--- src/rtl/radix_digit_converter_core_assert.svh ---
// Assertion macros for the radix digit converter
`ifndef RADIX_DIGIT_CONVERTER_CORE_ASSERT_SVH
`define RADIX_DIGIT_CONVERTER_CORE_ASSERT_SVH

// same-cycle implication, clocked on clk, quiet during rst
`define RDC_ASSERT_NOW(lbl, ante, cons) \
  lbl: assert property (@(posedge clk) disable iff (rst) (ante) |-> (cons)) \
    else $error("rdc assertion failed");

// next-cycle implication, clocked on clk, quiet during rst
`define RDC_ASSERT_NEXT(lbl, ante, cons) \
  lbl: assert property (@(posedge clk) disable iff (rst) (ante) |=> (cons)) \
    else $error("rdc assertion failed");

`endif

--- src/rtl/rdc_pkg.sv ---
`timescale 1ns / 1ps

package rdc_pkg;

  localparam int VALUE_BITS_DEF = 32;
  localparam int STEP_BITS      = 8;
  localparam int RADIX_W        = 5;
  localparam int CHAR_W         = 7;

  localparam logic [RADIX_W-1:0] RADIX_MIN = 5'd2;
  localparam logic [RADIX_W-1:0] RADIX_MAX = 5'd16;
  localparam logic [CHAR_W-1:0]  CHAR_ZERO = 7'd48;
  localparam logic [CHAR_W-1:0]  CHAR_A_OFS = 7'd87;

  typedef enum logic [1:0] {
    ST_IDLE,
    ST_DIV,
    ST_EMIT,
    ST_BAD
  } rdc_state_t;

  typedef struct packed {
    logic load;
    logic div;
    logic emit;
    logic emit_bad;
  } rdc_cmd_t;

  typedef struct packed {
    logic radix_bad;
    logic div_last;
    logic quo_zero;
    logic cnt_one;
    logic slot_free;
  } rdc_status_t;

  function automatic logic [CHAR_W-1:0] digit_to_char(input logic [3:0] d);
    logic [CHAR_W-1:0] c;
    if (d < 4'd10) begin
      c = CHAR_ZERO + CHAR_W'(d);
    end else begin
      c = CHAR_A_OFS + CHAR_W'(d);
    end
    return c;
  endfunction

endpackage

--- src/rtl/radix_digit_converter_core.sv ---
`timescale 1ns / 1ps
// Flow: the item is taken in, then each digit is found by restoring division by the
// radix (eight quotient bits a cycle); once the quotient is zero, the digits leave
// through the output register, most significant first, as out_ready takes them.
// One item at a time; an invalid radix gives a single zero digit flagged bad_radix.
// Reset clears the controller and the output valid flag; no clearing pass.
`include "radix_digit_converter_core_assert.svh"

module radix_digit_converter_core
  import rdc_pkg::*;
#(
  parameter int VALUE_BITS = VALUE_BITS_DEF
) (
  input  logic                  clk,
  input  logic                  rst,
  input  logic                  in_valid,
  output logic                  in_ready,
  input  logic [VALUE_BITS-1:0] value,
  input  logic [RADIX_W-1:0]    radix,
  output logic                  out_valid,
  input  logic                  out_ready,
  output logic [CHAR_W-1:0]     digit_char,
  output logic                  last,
  output logic                  bad_radix
);

  rdc_cmd_t    cmd;
  rdc_status_t status;

  rdc_ctrl u_ctrl (
    .clk      (clk),
    .rst      (rst),
    .in_valid (in_valid),
    .in_ready (in_ready),
    .status   (status),
    .cmd      (cmd)
  );

  rdc_dpath #(
    .VALUE_BITS (VALUE_BITS)
  ) u_dpath (
    .clk        (clk),
    .rst        (rst),
    .value      (value),
    .radix      (radix),
    .cmd        (cmd),
    .status     (status),
    .out_valid  (out_valid),
    .out_ready  (out_ready),
    .digit_char (digit_char),
    .last       (last),
    .bad_radix  (bad_radix)
  );

  `RDC_ASSERT_NOW(a_bad_is_single_zero, out_valid && bad_radix, last && digit_char == CHAR_ZERO)
  `RDC_ASSERT_NEXT(a_busy_after_transfer, in_valid && in_ready, !in_ready)
  `RDC_ASSERT_NOW(a_mid_item_busy, out_valid && !last, !in_ready)

endmodule

--- src/rtl/rdc_ctrl.sv ---
`timescale 1ns / 1ps

module rdc_ctrl
  import rdc_pkg::*;
(
  input  logic        clk,
  input  logic        rst,
  input  logic        in_valid,
  output logic        in_ready,
  input  rdc_status_t status,
  output rdc_cmd_t    cmd
);

  rdc_state_t state;
  rdc_state_t state_next;

  always_ff @(posedge clk) begin
    if (rst) begin
      state <= ST_IDLE;
    end else begin
      state <= state_next;
    end
  end

  always_comb begin
    state_next = state;
    case (state)
      ST_IDLE: begin
        if (in_valid) begin
          state_next = status.radix_bad ? ST_BAD : ST_DIV;
        end
      end
      ST_DIV: begin
        if (status.div_last && status.quo_zero) begin
          state_next = ST_EMIT;
        end
      end
      ST_EMIT: begin
        if (status.slot_free && status.cnt_one) begin
          state_next = ST_IDLE;
        end
      end
      ST_BAD: begin
        if (status.slot_free) begin
          state_next = ST_IDLE;
        end
      end
      default: state_next = ST_IDLE;
    endcase
  end

  always_comb begin
    cmd      = '0;
    in_ready = 1'b0;
    case (state)
      ST_IDLE: begin
        in_ready = 1'b1;
        cmd.load = in_valid;
      end
      ST_DIV:  cmd.div      = 1'b1;
      ST_EMIT: cmd.emit     = status.slot_free;
      ST_BAD:  cmd.emit_bad = status.slot_free;
      default: cmd = '0;
    endcase
  end

endmodule

--- src/rtl/rdc_dpath.sv ---
`timescale 1ns / 1ps

module rdc_dpath
  import rdc_pkg::*;
#(
  parameter int VALUE_BITS = VALUE_BITS_DEF
) (
  input  logic                  clk,
  input  logic                  rst,
  input  logic [VALUE_BITS-1:0] value,
  input  logic [RADIX_W-1:0]    radix,
  input  rdc_cmd_t              cmd,
  output rdc_status_t           status,
  output logic                  out_valid,
  input  logic                  out_ready,
  output logic [CHAR_W-1:0]     digit_char,
  output logic                  last,
  output logic                  bad_radix
);

  localparam int STEPS      = (VALUE_BITS + STEP_BITS - 1) / STEP_BITS;
  localparam int PAD_BITS   = STEPS * STEP_BITS;
  localparam int STEP_CNT_W = (STEPS > 1) ? $clog2(STEPS) : 1;
  localparam int CNT_W      = $clog2(VALUE_BITS + 1);
  localparam int STACK_W    = 4 * VALUE_BITS;

  logic [PAD_BITS-1:0]   quo;
  logic [PAD_BITS-1:0]   quo_next;
  logic [3:0]            rem;
  logic [3:0]            rem_next;
  logic [RADIX_W-1:0]    radix_q;
  logic [STEP_CNT_W-1:0] step_cnt;
  logic [CNT_W-1:0]      cnt;
  logic [STACK_W-1:0]    stack;
  logic [STEP_BITS-1:0]  qbits;

  // restoring division, STEP_BITS quotient bits a cycle, MSB first
  always_comb begin
    logic [4:0] acc;
    logic [3:0] r;
    r     = rem;
    qbits = '0;
    for (int i = 0; i < STEP_BITS; i++) begin
      acc = {r, quo[PAD_BITS-1-i]};
      if (acc >= radix_q) begin
        acc = acc - radix_q;
        qbits[STEP_BITS-1-i] = 1'b1;
      end
      r = acc[3:0];
    end
    rem_next = r;
    quo_next = (quo << STEP_BITS) | PAD_BITS'(qbits);
  end

  always_comb begin
    status.radix_bad = !(radix inside {[RADIX_MIN:RADIX_MAX]});
    status.div_last  = (step_cnt == STEP_CNT_W'(STEPS - 1));
    status.quo_zero  = (quo_next == '0);
    status.cnt_one   = (cnt == CNT_W'(1));
    status.slot_free = !out_valid || out_ready;
  end

  // digit stack: push at the bottom nibble, pop from it
  always_ff @(posedge clk) begin
    if (cmd.load) begin
      quo      <= PAD_BITS'(value);
      rem      <= '0;
      radix_q  <= radix;
      step_cnt <= '0;
      cnt      <= '0;
    end else if (cmd.div) begin
      quo <= quo_next;
      if (status.div_last) begin
        rem      <= '0;
        step_cnt <= '0;
        stack    <= {stack[STACK_W-5:0], rem_next};
        cnt      <= cnt + CNT_W'(1);
      end else begin
        rem      <= rem_next;
        step_cnt <= step_cnt + STEP_CNT_W'(1);
      end
    end else if (cmd.emit) begin
      stack <= stack >> 4;
      cnt   <= cnt - CNT_W'(1);
    end
  end

  always_ff @(posedge clk) begin
    if (rst) begin
      out_valid <= 1'b0;
    end else if (cmd.emit || cmd.emit_bad) begin
      out_valid <= 1'b1;
    end else if (out_ready) begin
      out_valid <= 1'b0;
    end
  end

  always_ff @(posedge clk) begin
    if (cmd.emit) begin
      digit_char <= digit_to_char(stack[3:0]);
      last       <= status.cnt_one;
      bad_radix  <= 1'b0;
    end else if (cmd.emit_bad) begin
      digit_char <= CHAR_ZERO;
      last       <= 1'b1;
      bad_radix  <= 1'b1;
    end
  end

endmodule

--- config.mk ---
export PLATFORM = sky130hd
export DESIGN_NAME = radix_digit_converter_core
export DESIGN_NICKNAME = d
export VERILOG_FILES = /design/src/rtl/rdc_pkg.sv /design/src/rtl/radix_digit_converter_core.sv /design/src/rtl/rdc_ctrl.sv /design/src/rtl/rdc_dpath.sv
export VERILOG_INCLUDE_DIRS = /design/src /design/src/rtl
export SDC_FILE = /design/constraint.sdc
export NUM_CORES = 1
export LEC_CHECK = 0
export ABC_AREA = 1
export BUFFER_PORTS_ARGS = -buffer_cell sky130_fd_sc_hd__buf_4
export CORE_MARGIN = 3
export CORE_UTILIZATION = 60
export DETAILED_ROUTE_END_ITERATION = 6
export PLACE_DENSITY = 0.78
export RECOVER_POWER = 25
export SYNTH_ARGS = -nofsm -noshare
export SYNTH_HDL_FRONTEND = slang
export SYNTH_SLANG_ARGS = --single-unit
--- constraint.sdc ---
create_clock -name clk -period 26.8 [get_ports clk]
set_input_delay 5.36 -clock clk [delete_from_list [all_inputs] [get_ports clk]]
set_output_delay 5.36 -clock clk [all_outputs]
set_load 0.01 [all_outputs]
* After elaboration in Yosys (flattened, before gate mapping) *
Index checks and enable logic that the tools add are counted.

word-level totals
  register bits after elaboration = 189
  latch bits = 0
  RAM bits = 0
  memory bits (read-only) = 0
  bits of input ports = 41
  output and inout bits = 11
  logic and storage cells = 106
  memories = 0

cells by class
  add/sub/neg operators = 13
  multipliers = 0
  divide/modulo/power cells = 0
  order comparisons = 11
  equality and inequality tests = 10
  shifts and indexed selects = 0
  muxes and demuxes = 44
  bitwise operators = 2
  reduce and logical (&&, ||, !) cells = 15

operators by type and width
  operator                                                                              count
  128-bit two-way mux                                                                   3
  32-bit two-way mux                                                                    2
  5-bit greater-or-equal comparator                                                     8
  4-bit two-way mux                                                                     9
  32-bit zero test                                                                      1
  32-bit by 8-bit OR with 32-bit output                                                 1
  4-bit subtractor                                                                      8
  7-bit two-way mux                                                                     3
  6-bit two-way mux                                                                     3
  1-bit two-way mux                                                                     17
  2-bit two-way mux                                                                     6
  2-bit by 1-bit != test with 1-bit output (second input constant)                      4
  2-bit case mux with 4 select lines                                                    1
  2-bit nonzero test                                                                    4
  6-bit by 4-bit adder with 7-bit output (first input constant)                         1
  7-bit by 4-bit adder with 7-bit output (first input constant)                         1
  6-bit by 1-bit adder with 6-bit output (second input constant)                        1
  2-bit equality test (second input constant)                                           3
  6-bit by 1-bit equality test with 1-bit output (second input constant)                1
  6-bit by 1-bit subtractor with 6-bit output (second input constant)                   1
  5-bit by 2-bit greater-or-equal comparator with 1-bit output (second input constant)  1
  5-bit less-or-equal comparator (second input constant)                                1
  4-bit < comparator (second input constant)                                            1
  4-bit AND reduction                                                                   1
  10 further kinds                                                                      13

* Logic depth before layout (Yosys ltp) *
Gate-level depths: netlist of run 1.

  depth in word-level cells = 21
  mapped depth = 74
  mapped depth without buffers = 73

* By module *
Synthesis of run 1 repeated with hierarchy kept, for this count alone.

unflattened totals
  cell total of the unflattened synthesis = 1076
  area total of the unflattened synthesis = 10064.7 sq um

modules (own cells, without submodules)
  module     instances  cells each  area an instance (sq um)  seq. area each (sq um)
  rdc_dpath  1          1047        9880.7                    5475.3
  rdc_ctrl   1          29          183.9                     40.0

* Worst setup path after synthesis of run 1 *
Ideal clock, no wire load.

  path type = reg2reg
  start = register u_dpath.radix_q[1]
  end = register u_dpath.stack[1] (data pin)
  setup time = 0.262 ns
  data arrival time = 8.708 ns
  data required time = 26.538 ns
  slack = 17.829 ns
  stages on the path, launching flop included = 70
  buffers on the path = 1
  period minus slack after synthesis = 8.971 ns
  cell sequence = edfxtp_1 -> inv_1 -> ha_1 -> nand2_1 -> inv_1 -> nand3_1 -> nand2_1 -> nor2_4 -> nor2_1 -> a21oi_2 -> ha_1 -> nand2_1 -> nand2_1 -> a21o_1 -> nor2_2 -> buf_4 -> nand2_1 -> o21ai_0 -> [34 not listed] -> nand2_1 -> nand2_1 -> nand2_1 -> nand2_1 -> nor2_4 -> inv_1 -> nand2_1 -> nand2_1 -> ha_1 -> nand2_1 -> inv_1 -> nand2_1 -> nand2_1 -> nor2_2 -> inv_1 -> or2_1 -> nand2_1 -> o21ai_1

between the ends
  longest elaborated chain between the ends = 18
  elaborated cells between the ends (all ways) = 26
  classes of those cells = 8 x add/sub; 8 x order compare; 10 x mux

ends and longest elaborated chain
  what                                                                          line                              RTL
  start: declaration                                                            rdc_dpath.sv:31                   logic [RADIX_W-1:0] radix_q;
  start signal: assignment                                                      rdc_dpath.sv:68                   radix_q <= radix;
  4-bit subtractor / 5-bit greater-or-equal comparator (equally long branches)  rdc_dpath.sv:46, rdc_dpath.sv:45
  4-bit two-way mux                                                             rdc_dpath.sv:45                   if (acc >= radix_q) begin
  4-bit subtractor / 5-bit greater-or-equal comparator (equally long branches)  rdc_dpath.sv:46, rdc_dpath.sv:45
  4-bit two-way mux                                                             rdc_dpath.sv:45
  4-bit subtractor / 5-bit greater-or-equal comparator (equally long branches)  rdc_dpath.sv:46, rdc_dpath.sv:45
  4-bit two-way mux                                                             rdc_dpath.sv:45
  5-bit greater-or-equal comparator / 4-bit subtractor (equally long branches)  rdc_dpath.sv:45, rdc_dpath.sv:46
  4-bit two-way mux                                                             rdc_dpath.sv:45
  [2 not listed]                                                                -
  4-bit subtractor / 5-bit greater-or-equal comparator (equally long branches)  rdc_dpath.sv:46, rdc_dpath.sv:45
  4-bit two-way mux                                                             rdc_dpath.sv:45
  5-bit greater-or-equal comparator / 4-bit subtractor (equally long branches)  rdc_dpath.sv:45, rdc_dpath.sv:46
  4-bit two-way mux                                                             rdc_dpath.sv:45
  4-bit subtractor / 5-bit greater-or-equal comparator (equally long branches)  rdc_dpath.sv:46, rdc_dpath.sv:45
  4-bit two-way mux (*)                                                         rdc_dpath.sv:45
  128-bit two-way mux (*)                                                       rdc_dpath.sv:73                   if (status.div_last) begin
  128-bit two-way mux (*)                                                       rdc_dpath.sv:71                   end else if (cmd.div) begin
  end signal: assignment                                                        rdc_dpath.sv:76                   stack <= {stack[STACK_W-5:0], rem_next};
  end signal: assignment                                                        rdc_dpath.sv:83                   stack <= stack >> 4;
  end: declaration                                                              rdc_dpath.sv:34                   logic [STACK_W-1:0] stack;

Every way passes the cells marked *; elsewhere a longest branch is shown, timed or not. The select of a mux whose other input is x is not followed.
A chain may end at the register's enable or synchronous reset.

* Final worst setup path of run 1 *
Same ends and word-level chain as after synthesis.

==> run_summary.xml, run 1 <==
<?xml version="1.0" encoding="UTF-8"?>
<metrics>
  <group name="worst_setup_path">
    <metric name="delay_contributed_by_the_slowest_stage_of_the_critical_path" unit="ns">0.62</metric>
    <metric name="critical_path.endpoint_type" unit="">register</metric>
    <metric name="reg2reg_slack" unit="ns">16.21</metric>
    <metric name="crit_path_frequent_cell" unit="">sky130_fd_sc_hd__nand2_1</metric>
    <metric name="crit_buf_inv" unit="">9</metric>
    <metric name="setup.worst_path.start_class" unit="">register</metric>
    <metric name="worst-path-max-fanout" unit="">11</metric>
    <metric name="worst_ep_arrival_time" unit="ns">10.68</metric>
    <metric name="path_delay_family" unit="">simple AND/OR/NAND/NOR gates</metric>
    <metric name="worstReg2RegEnd" unit="">u_dpath.stack[1]</metric>
    <metric name="reg2regPathDepth" unit="">67</metric>
    <metric name="worst_path_max_delay_cell" unit="">sky130_fd_sc_hd__edfxtp_1</metric>
    <metric name="timing_worst_setup_path_type" unit="">reg -&gt; reg</metric>
    <metric name="reg2reg_from" unit="">u_dpath.radix_q[1]</metric>
    <metric name="worstPathRequired" unit="ns">26.89</metric>
  </group>
  <group name="yosys">
    <metric name="ys_ff_latch" unit="">189</metric>
    <metric name="async_flop_share" unit="%">0</metric>
    <metric name="netlist.top_cell.by_area" unit="">sky130_fd_sc_hd__edfxtp_1</metric>
    <metric name="post_synth_num_cell_types" unit="">44</metric>
    <metric name="syn-num-nets" unit="">1217</metric>
    <metric name="synth-edff-count" unit="">173</metric>
    <metric name="synth_area_per_cell" unit="um^2">8.92</metric>
    <metric name="cell_area_after_synthesis" unit="um^2">10000</metric>
    <metric name="synth.top_cell.area_share" unit="%">51.8</metric>
    <metric name="synthCells" unit="">1123</metric>
    <metric name="synth-warning-count" unit="">0</metric>
    <metric name="synth_area_leaders" unit="">sky130_fd_sc_hd__edfxtp_1 52%, sky130_fd_sc_hd__nand2_1 20%, sky130_fd_sc_hd__ha_1 5.6%, sky130_fd_sc_hd__inv_1 3.4%, sky130_fd_sc_hd__dfxtp_1 3.2%</metric>
    <metric name="synth.yosys.seq_area_share" unit="%">55.0</metric>
    <metric name="postSynth.topFlopCell" unit="">sky130_fd_sc_hd__edfxtp_1</metric>
  </group>
  <group name="drt">
    <metric name="drtIter0Drc" unit="">594</metric>
    <metric name="first_pass_iters" unit="">5</metric>
    <metric name="post_drt_via_cell_ratio" unit="">5.30</metric>
    <metric name="route.antenna.remaining_nets" unit="">0</metric>
    <metric name="vias" unit="">7378</metric>
    <metric name="drt-total-wl" unit="mm">19.5</metric>
    <metric name="detail_route.drc_violations" unit="">0</metric>
    <metric name="routedWlPerCell" unit="um">14.0</metric>
  </group>
  <group name="cells_and_area">
    <metric name="most_frequent_cells_in_the_layout" unit="">530 x sky130_fd_sc_hd__nand2_1, 173 x sky130_fd_sc_hd__edfxtp_1, 93 x sky130_fd_sc_hd__inv_1</metric>
    <metric name="flow.area_growth_from_synthesis" unit="%">10.7</metric>
    <metric name="final_common_cell" unit="">sky130_fd_sc_hd__nand2_1</metric>
    <metric name="post_route_cells_drive_above_1_share" unit="%">9.52</metric>
    <metric name="layout.nets" unit="">1257</metric>
    <metric name="antenna_diode_count" unit="">0</metric>
  </group>
  <group name="clocking">
    <metric name="cts_tree" unit="">built</metric>
    <metric name="ctsRootBufferMaster" unit="">sky130_fd_sc_hd__clkbuf_16</metric>
    <metric name="cts.reportedPaths.clkPinSlew" unit="ns">0.07</metric>
    <metric name="ctsHtreeMaxLevel" unit="">4</metric>
    <metric name="cts_buffers" unit="">17</metric>
    <metric name="count_of_hold_buffers_inserted_by_post_cts_repair" unit="">0</metric>
    <metric name="cts_setup_buffers" unit="">0</metric>
    <metric name="post_cts_resized" unit="">0</metric>
    <metric name="clock_path_buffers" unit="">2</metric>
    <metric name="tritoncts_num_sinks" unit="">189</metric>
    <metric name="worst_skew_pair.late_latency" unit="ns">0.44</metric>
  </group>
  <group name="timing">
    <metric name="grt_setup_unrepaired" unit="">false</metric>
    <metric name="finClkSkew" unit="ns">0.0117</metric>
    <metric name="maxSlewHeadroom" unit="%">-195</metric>
    <metric name="fin_crit_period" unit="ns">10.59</metric>
    <metric name="worst_hold_slack" unit="ns">0.464</metric>
    <metric name="setup-violations-final" unit="">0</metric>
    <metric name="tightestPinTransition" unit="ns">4.43</metric>
    <metric name="timing.final.max_slew_violations" unit="">246</metric>
    <metric name="min_period_over_period" unit="%">39.5</metric>
    <metric name="finalHoldViolations" unit="">0</metric>
    <metric name="totalNegativeSetupSlack" unit="ns">0</metric>
    <metric name="fmax" unit="GHz">0.0945</metric>
  </group>
  <group name="min_path">
    <metric name="min_delay_worst_endpoint" unit="">u_dpath.cnt[5]</metric>
    <metric name="min-delay-start" unit="">u_dpath.cnt[5]</metric>
    <metric name="worstHoldPathCells" unit="">1</metric>
    <metric name="hold_path_class" unit="">reg -&gt; reg</metric>
  </group>
  <group name="place">
    <metric name="gp_congestion" unit="">0.945</metric>
    <metric name="place_hpwl" unit="mm">12.8</metric>
    <metric name="io_buffer_count" unit="">51</metric>
  </group>
  <group name="floorplanning">
    <metric name="ioPinCount" unit="">52</metric>
    <metric name="die_height" unit="um">135</metric>
    <metric name="std_cell_rows" unit="">46</metric>
    <metric name="coreArea" unit="um^2">16100</metric>
    <metric name="dieWidth" unit="um">135</metric>
    <metric name="initial_utilization" unit="%">62.2</metric>
    <metric name="floorplan.die_area" unit="um^2">18300</metric>
  </group>
  <group name="global_routing">
    <metric name="grt_pass1_wl" unit="mm">33.1</metric>
    <metric name="track_usage" unit="%">22.4</metric>
    <metric name="gr-max-usage-layer" unit="">met2</metric>
    <metric name="number_of_antenna_violations_at_the_first_check_in_global_routing" unit="">0</metric>
    <metric name="met3_track_usage_gr" unit="%">3.90</metric>
    <metric name="global_route.overflow_total" unit="">0</metric>
    <metric name="gr-usage-met2" unit="%">34.5</metric>
    <metric name="grt_start_max_net_pins" unit="">111</metric>
    <metric name="gr_met1_demand_resource" unit="%">33.1</metric>
    <metric name="grt_pass1_vias" unit="">7005</metric>
  </group>
  <group name="run">
    <metric name="drv_cap" unit="">3</metric>
  </group>
  <group name="outcome">
    <metric name="status" unit="">finished with violations</metric>
    <metric name="violations" unit="">max-capacitance violations, max-slew violations</metric>
  </group>
</metrics>
Yosys cell counts (9+ instances only):
cell,count
sky130_fd_sc_hd__a21oi_1,20
sky130_fd_sc_hd__buf_2,26
sky130_fd_sc_hd__dfxtp_1,16
sky130_fd_sc_hd__edfxtp_1,173
sky130_fd_sc_hd__ha_1,45
sky130_fd_sc_hd__inv_1,92
sky130_fd_sc_hd__nand2_1,530
sky130_fd_sc_hd__nand3_1,26
sky130_fd_sc_hd__nor2_1,47
sky130_fd_sc_hd__o21ai_0,47
sky130_fd_sc_hd__o21ai_1,9
sky130_fd_sc_hd__xor2_1,10
kinds of logic after synthesis:
family / share of synthesized area [%]
xor gates and xnor gates: 1.49
buffers and inverters: 5.37
DFF: 55.0
other: 0.0374
adders and majority gates: 7.22
and+or+nand+nor: 25.1
AOI/OAI and AO/OA: 5.74
flip-flops by register name, summed over array words and instances (netlist names), 2 cells and up:
| signal | cells |
|---|---|
| u_ctrl.state | 2 |
| u_dpath.stack | 128 |
| u_dpath.cnt | 6 |
| u_dpath.radix_q | 5 |
| u_dpath.rem | 4 |
| u_dpath.step_cnt | 2 |
| u_dpath.quo | 32 |
| u_dpath.digit_char | 7 |
layout make-up:
cell class,count,area (um^2)
flip-flops and latches,189,5520
fillers,1305,5020
multi-input cells,802,3970
clock buffers,19,433
repair buffers,56,409
inverters,97,368
well taps,216,270
clock inverters,13,129
worst max path at each step:
stage | start | endpoint | slack, ns | cells after the start
global placement | u_dpath.radix_q[1] | u_dpath.stack[1] | 16.80 | 67
CTS | u_dpath.radix_q[1] | u_dpath.stack[1] | 16.30 | 67
global route | u_dpath.radix_q[1] | u_ctrl.state[0] | 15.03 | 70
detailed placement | u_dpath.radix_q[1] | u_dpath.stack[1] | 16.33 | 68
finish | u_dpath.radix_q[1] | u_dpath.stack[1] | 16.21 | 67
floorplan | u_dpath.radix_q[1] | u_dpath.stack[1] | 17.83 | 69
through the flow:
stage	setup slack [ns]	area, um^2	std cells	utilization, %
finish	16.21	11100	1392	68.8
CTS	16.30	11100	1392	68.9
global placement	16.80	10500	1360	65.4
floorplan	17.83	10000	1123	-
global route	15.03	11100	1392	68.8
detailed placement	16.33	10500	1360	65.4
layer usage:
| metal | routed length (um) | vias to the layer above |
|---|---|---|
| met2 | 8900 | 182 |
| li1 | - | 3721 |
| met3 | 859 | 30 |
| met1 | 9400 | 3445 |
| met4 | 313 | 0 |
| met5 | 0 | - |
Power of run 1 is not shown: default switching activity piles up to over one toggle a cycle in this logic, so the estimate is an artifact.
==> inputs of run 2 (changes only) <==
clock period = 10 ns   (was 26.8 ns; I/O delays follow)
==> run 2 against run 1 <==
The flow still finishes with violations (max-capacitance violations, max-slew violations). Hold slack got worse by 0.0041 ns. Non-clock buffer count up 16. Die area is the same. Clock skew grew 0.0054 ns. Routed wire length rose by 7.7%.
==> run_summary.xml, run 2 (same netlist as run 1, synthesis figures left out) <==
<?xml version="1.0" encoding="UTF-8"?>
<metrics>
  <group name="outcome">
    <metric name="status" unit="">finished with violations</metric>
    <metric name="violations" unit="">max-capacitance violations, max-slew violations</metric>
  </group>
  <group name="worst_setup_path">
    <metric name="setup.worst_path.start_class" unit="">register</metric>
    <metric name="reg2reg_from" unit="">u_dpath.radix_q[2]</metric>
    <metric name="worst_path_max_delay_cell" unit="">sky130_fd_sc_hd__edfxtp_1</metric>
    <metric name="critical_path.endpoint_type" unit="">register</metric>
    <metric name="worst-path-max-fanout" unit="">8</metric>
    <metric name="worst_ep_arrival_time" unit="ns">9.69</metric>
    <metric name="worstReg2RegEnd" unit="">u_ctrl.state[0]</metric>
    <metric name="delay_contributed_by_the_slowest_stage_of_the_critical_path" unit="ns">0.37</metric>
    <metric name="reg2regPathDepth" unit="">70</metric>
    <metric name="reg2reg_slack" unit="ns">0.65</metric>
    <metric name="crit_path_frequent_cell" unit="">sky130_fd_sc_hd__nand2_1</metric>
    <metric name="timing_worst_setup_path_type" unit="">reg -&gt; reg</metric>
    <metric name="worstPathRequired" unit="ns">10.34</metric>
  </group>
  <group name="cells_and_area">
    <metric name="most_frequent_cells_in_the_layout" unit="">530 x sky130_fd_sc_hd__nand2_1, 173 x sky130_fd_sc_hd__edfxtp_1, 94 x sky130_fd_sc_hd__inv_1</metric>
    <metric name="layout.filler_cells" unit="">1242</metric>
    <metric name="layout.nets" unit="">1277</metric>
    <metric name="total_area_of_multi_input_combinational_cells" unit="um^2">4030</metric>
    <metric name="final_standard_cell_count_with_taps_included_and_fillers_excluded" unit="">1412</metric>
    <metric name="post_route_cells_drive_above_1_share" unit="%">10.9</metric>
    <metric name="largestRegisters" unit="">u_dpath.stack x128, u_dpath.quo x32, u_dpath.digit_char x7</metric>
    <metric name="flow.area_growth_from_synthesis" unit="%">12.7</metric>
    <metric name="final_core_utilization" unit="%">70.1</metric>
    <metric name="number_of_flip_flops_under_the_largest_register_name" unit="">128</metric>
    <metric name="regMostFlops" unit="">u_dpath.stack</metric>
    <metric name="antenna_diode_count" unit="">0</metric>
    <metric name="storage_element_area" unit="um^2">5520</metric>
    <metric name="final_common_cell" unit="">sky130_fd_sc_hd__nand2_1</metric>
  </group>
  <group name="place">
    <metric name="place_hpwl" unit="mm">13.3</metric>
    <metric name="place.detailed.instances" unit="">1368</metric>
    <metric name="gp_congestion" unit="">0.925</metric>
    <metric name="io_buffer_count" unit="">51</metric>
  </group>
  <group name="timing">
    <metric name="fin_crit_period" unit="ns">9.35</metric>
    <metric name="fmax" unit="GHz">0.107</metric>
    <metric name="finalHoldViolations" unit="">0</metric>
    <metric name="setup-violations-final" unit="">0</metric>
    <metric name="maxSlewHeadroom" unit="%">-185</metric>
    <metric name="timing.final.max_slew_violations" unit="">109</metric>
    <metric name="finClkSkew" unit="ns">0.0171</metric>
    <metric name="tightestPinTransition" unit="ns">4.28</metric>
    <metric name="min_period_over_period" unit="%">93.5</metric>
  </group>
  <group name="floorplanning">
    <metric name="ioPinCount" unit="">52</metric>
    <metric name="coreArea" unit="um^2">16100</metric>
    <metric name="std_cell_rows" unit="">46</metric>
    <metric name="die_height" unit="um">135</metric>
    <metric name="initial_utilization" unit="%">62.2</metric>
    <metric name="floorplan.die_area" unit="um^2">18300</metric>
    <metric name="dieWidth" unit="um">135</metric>
  </group>
  <group name="clocking">
    <metric name="ctsHtreeMaxLevel" unit="">4</metric>
    <metric name="count_of_hold_buffers_inserted_by_post_cts_repair" unit="">0</metric>
    <metric name="cts.reportedPaths.clkPinSlew" unit="ns">0.08</metric>
    <metric name="tritoncts_num_sinks" unit="">189</metric>
    <metric name="cts_buffers" unit="">17</metric>
    <metric name="ctsRootBufferMaster" unit="">sky130_fd_sc_hd__clkbuf_16</metric>
    <metric name="worst_skew_pair.late_latency" unit="ns">0.44</metric>
    <metric name="cts_tree" unit="">built</metric>
    <metric name="clock_path_buffers" unit="">2</metric>
  </group>
  <group name="global_routing">
    <metric name="grt_pass1_vias" unit="">7116</metric>
    <metric name="grt_pass1_wl" unit="mm">33.7</metric>
    <metric name="gr_met1_demand_resource" unit="%">33.5</metric>
    <metric name="grt_start_max_net_pins" unit="">109</metric>
    <metric name="met3_track_usage_gr" unit="%">3.57</metric>
    <metric name="number_of_antenna_violations_at_the_first_check_in_global_routing" unit="">0</metric>
    <metric name="gr-usage-met2" unit="%">36.9</metric>
    <metric name="global_route.overflow_total" unit="">0</metric>
    <metric name="track_usage" unit="%">23.3</metric>
    <metric name="gr-max-usage-layer" unit="">met2</metric>
  </group>
  <group name="run">
    <metric name="drv_cap" unit="">1</metric>
  </group>
  <group name="min_path">
    <metric name="min_delay_worst_endpoint" unit="">u_dpath.cnt[5]</metric>
    <metric name="hold_path_class" unit="">reg -&gt; reg</metric>
    <metric name="worstHoldPathCells" unit="">1</metric>
    <metric name="min-delay-start" unit="">u_dpath.cnt[5]</metric>
  </group>
  <group name="drt">
    <metric name="first_pass_iters" unit="">5</metric>
    <metric name="route.antenna.remaining_nets" unit="">0</metric>
    <metric name="routedWlPerCell" unit="um">14.8</metric>
    <metric name="vias" unit="">7521</metric>
    <metric name="drt-total-wl" unit="mm">21.0</metric>
    <metric name="post_drt_via_cell_ratio" unit="">5.33</metric>
    <metric name="detail_route.drc_violations" unit="">0</metric>
    <metric name="drtIter0Drc" unit="">851</metric>
  </group>
</metrics>
run 2: through the flow:
stage	cell area, um^2	TNS [ns]	hold WS (ns)	setup WS, ns
finish	11300	0	0.460	0.652
global route	11300	-0.0956	0.498	-0.0607
CTS	11200	0	0.460	0.223
detailed placement	10600	0	0.449	0.284
global placement	10600	0	0.450	0.643
floorplan	10000	0	0.429	1.03
run 2: layer usage:
layer / wire length (um) / share of wire, %
met1: 9570 / 46
met2: 9840 / 47
met3: 1140 / 5.4
met4: 414 / 2.0
met5: 0 / 0
run 2: area by class of cell:
cell class | instances | share of cell area [%]
Inverter | 97 | 3.26
Timing Repair Buffer | 72 | 4.62
Multi-Input combinational cell | 806 | 35.7
Tap cell | 216 | 2.39
Sequential cell | 189 | 48.8
Clock buffer | 18 | 3.80
Clock inverter | 14 | 1.41
run 2: worst max-delay path by stage:
| stage | from | endpoint | cells past startpoint |
|---|---|---|---|
| final | u_dpath.radix_q[2] | u_ctrl.state[0] | 70 |
| after global routing | u_dpath.radix_q[0] | u_ctrl.state[0] | 66 |
| after CTS | u_dpath.radix_q[2] | u_ctrl.state[0] | 71 |
| after detailed placement | u_dpath.radix_q[2] | u_ctrl.state[0] | 71 |
| after global placement | u_dpath.radix_q[2] | u_ctrl.state[0] | 68 |
| after floorplan | u_dpath.radix_q[1] | u_dpath.stack[1] | 69 |
run 2: repair_timing:
item | in CTS | in global routing
endpoints found under the setup margin | 0 | 11
gates resized for setup | 0 | 10
setup buffers | 0 | 8
run 2: worst max-delay path, delay by kind of cell, from the launching register on:
kind / cells / cell delay, ns
fa+ha+maj: 8 / 2.35
simple gates: 46 / 5.03
flops: 1 / 0.37
compound gates: 5 / 0.70
buf+inv: 11 / 0.75
Power of run 2 is left out for the same reason.
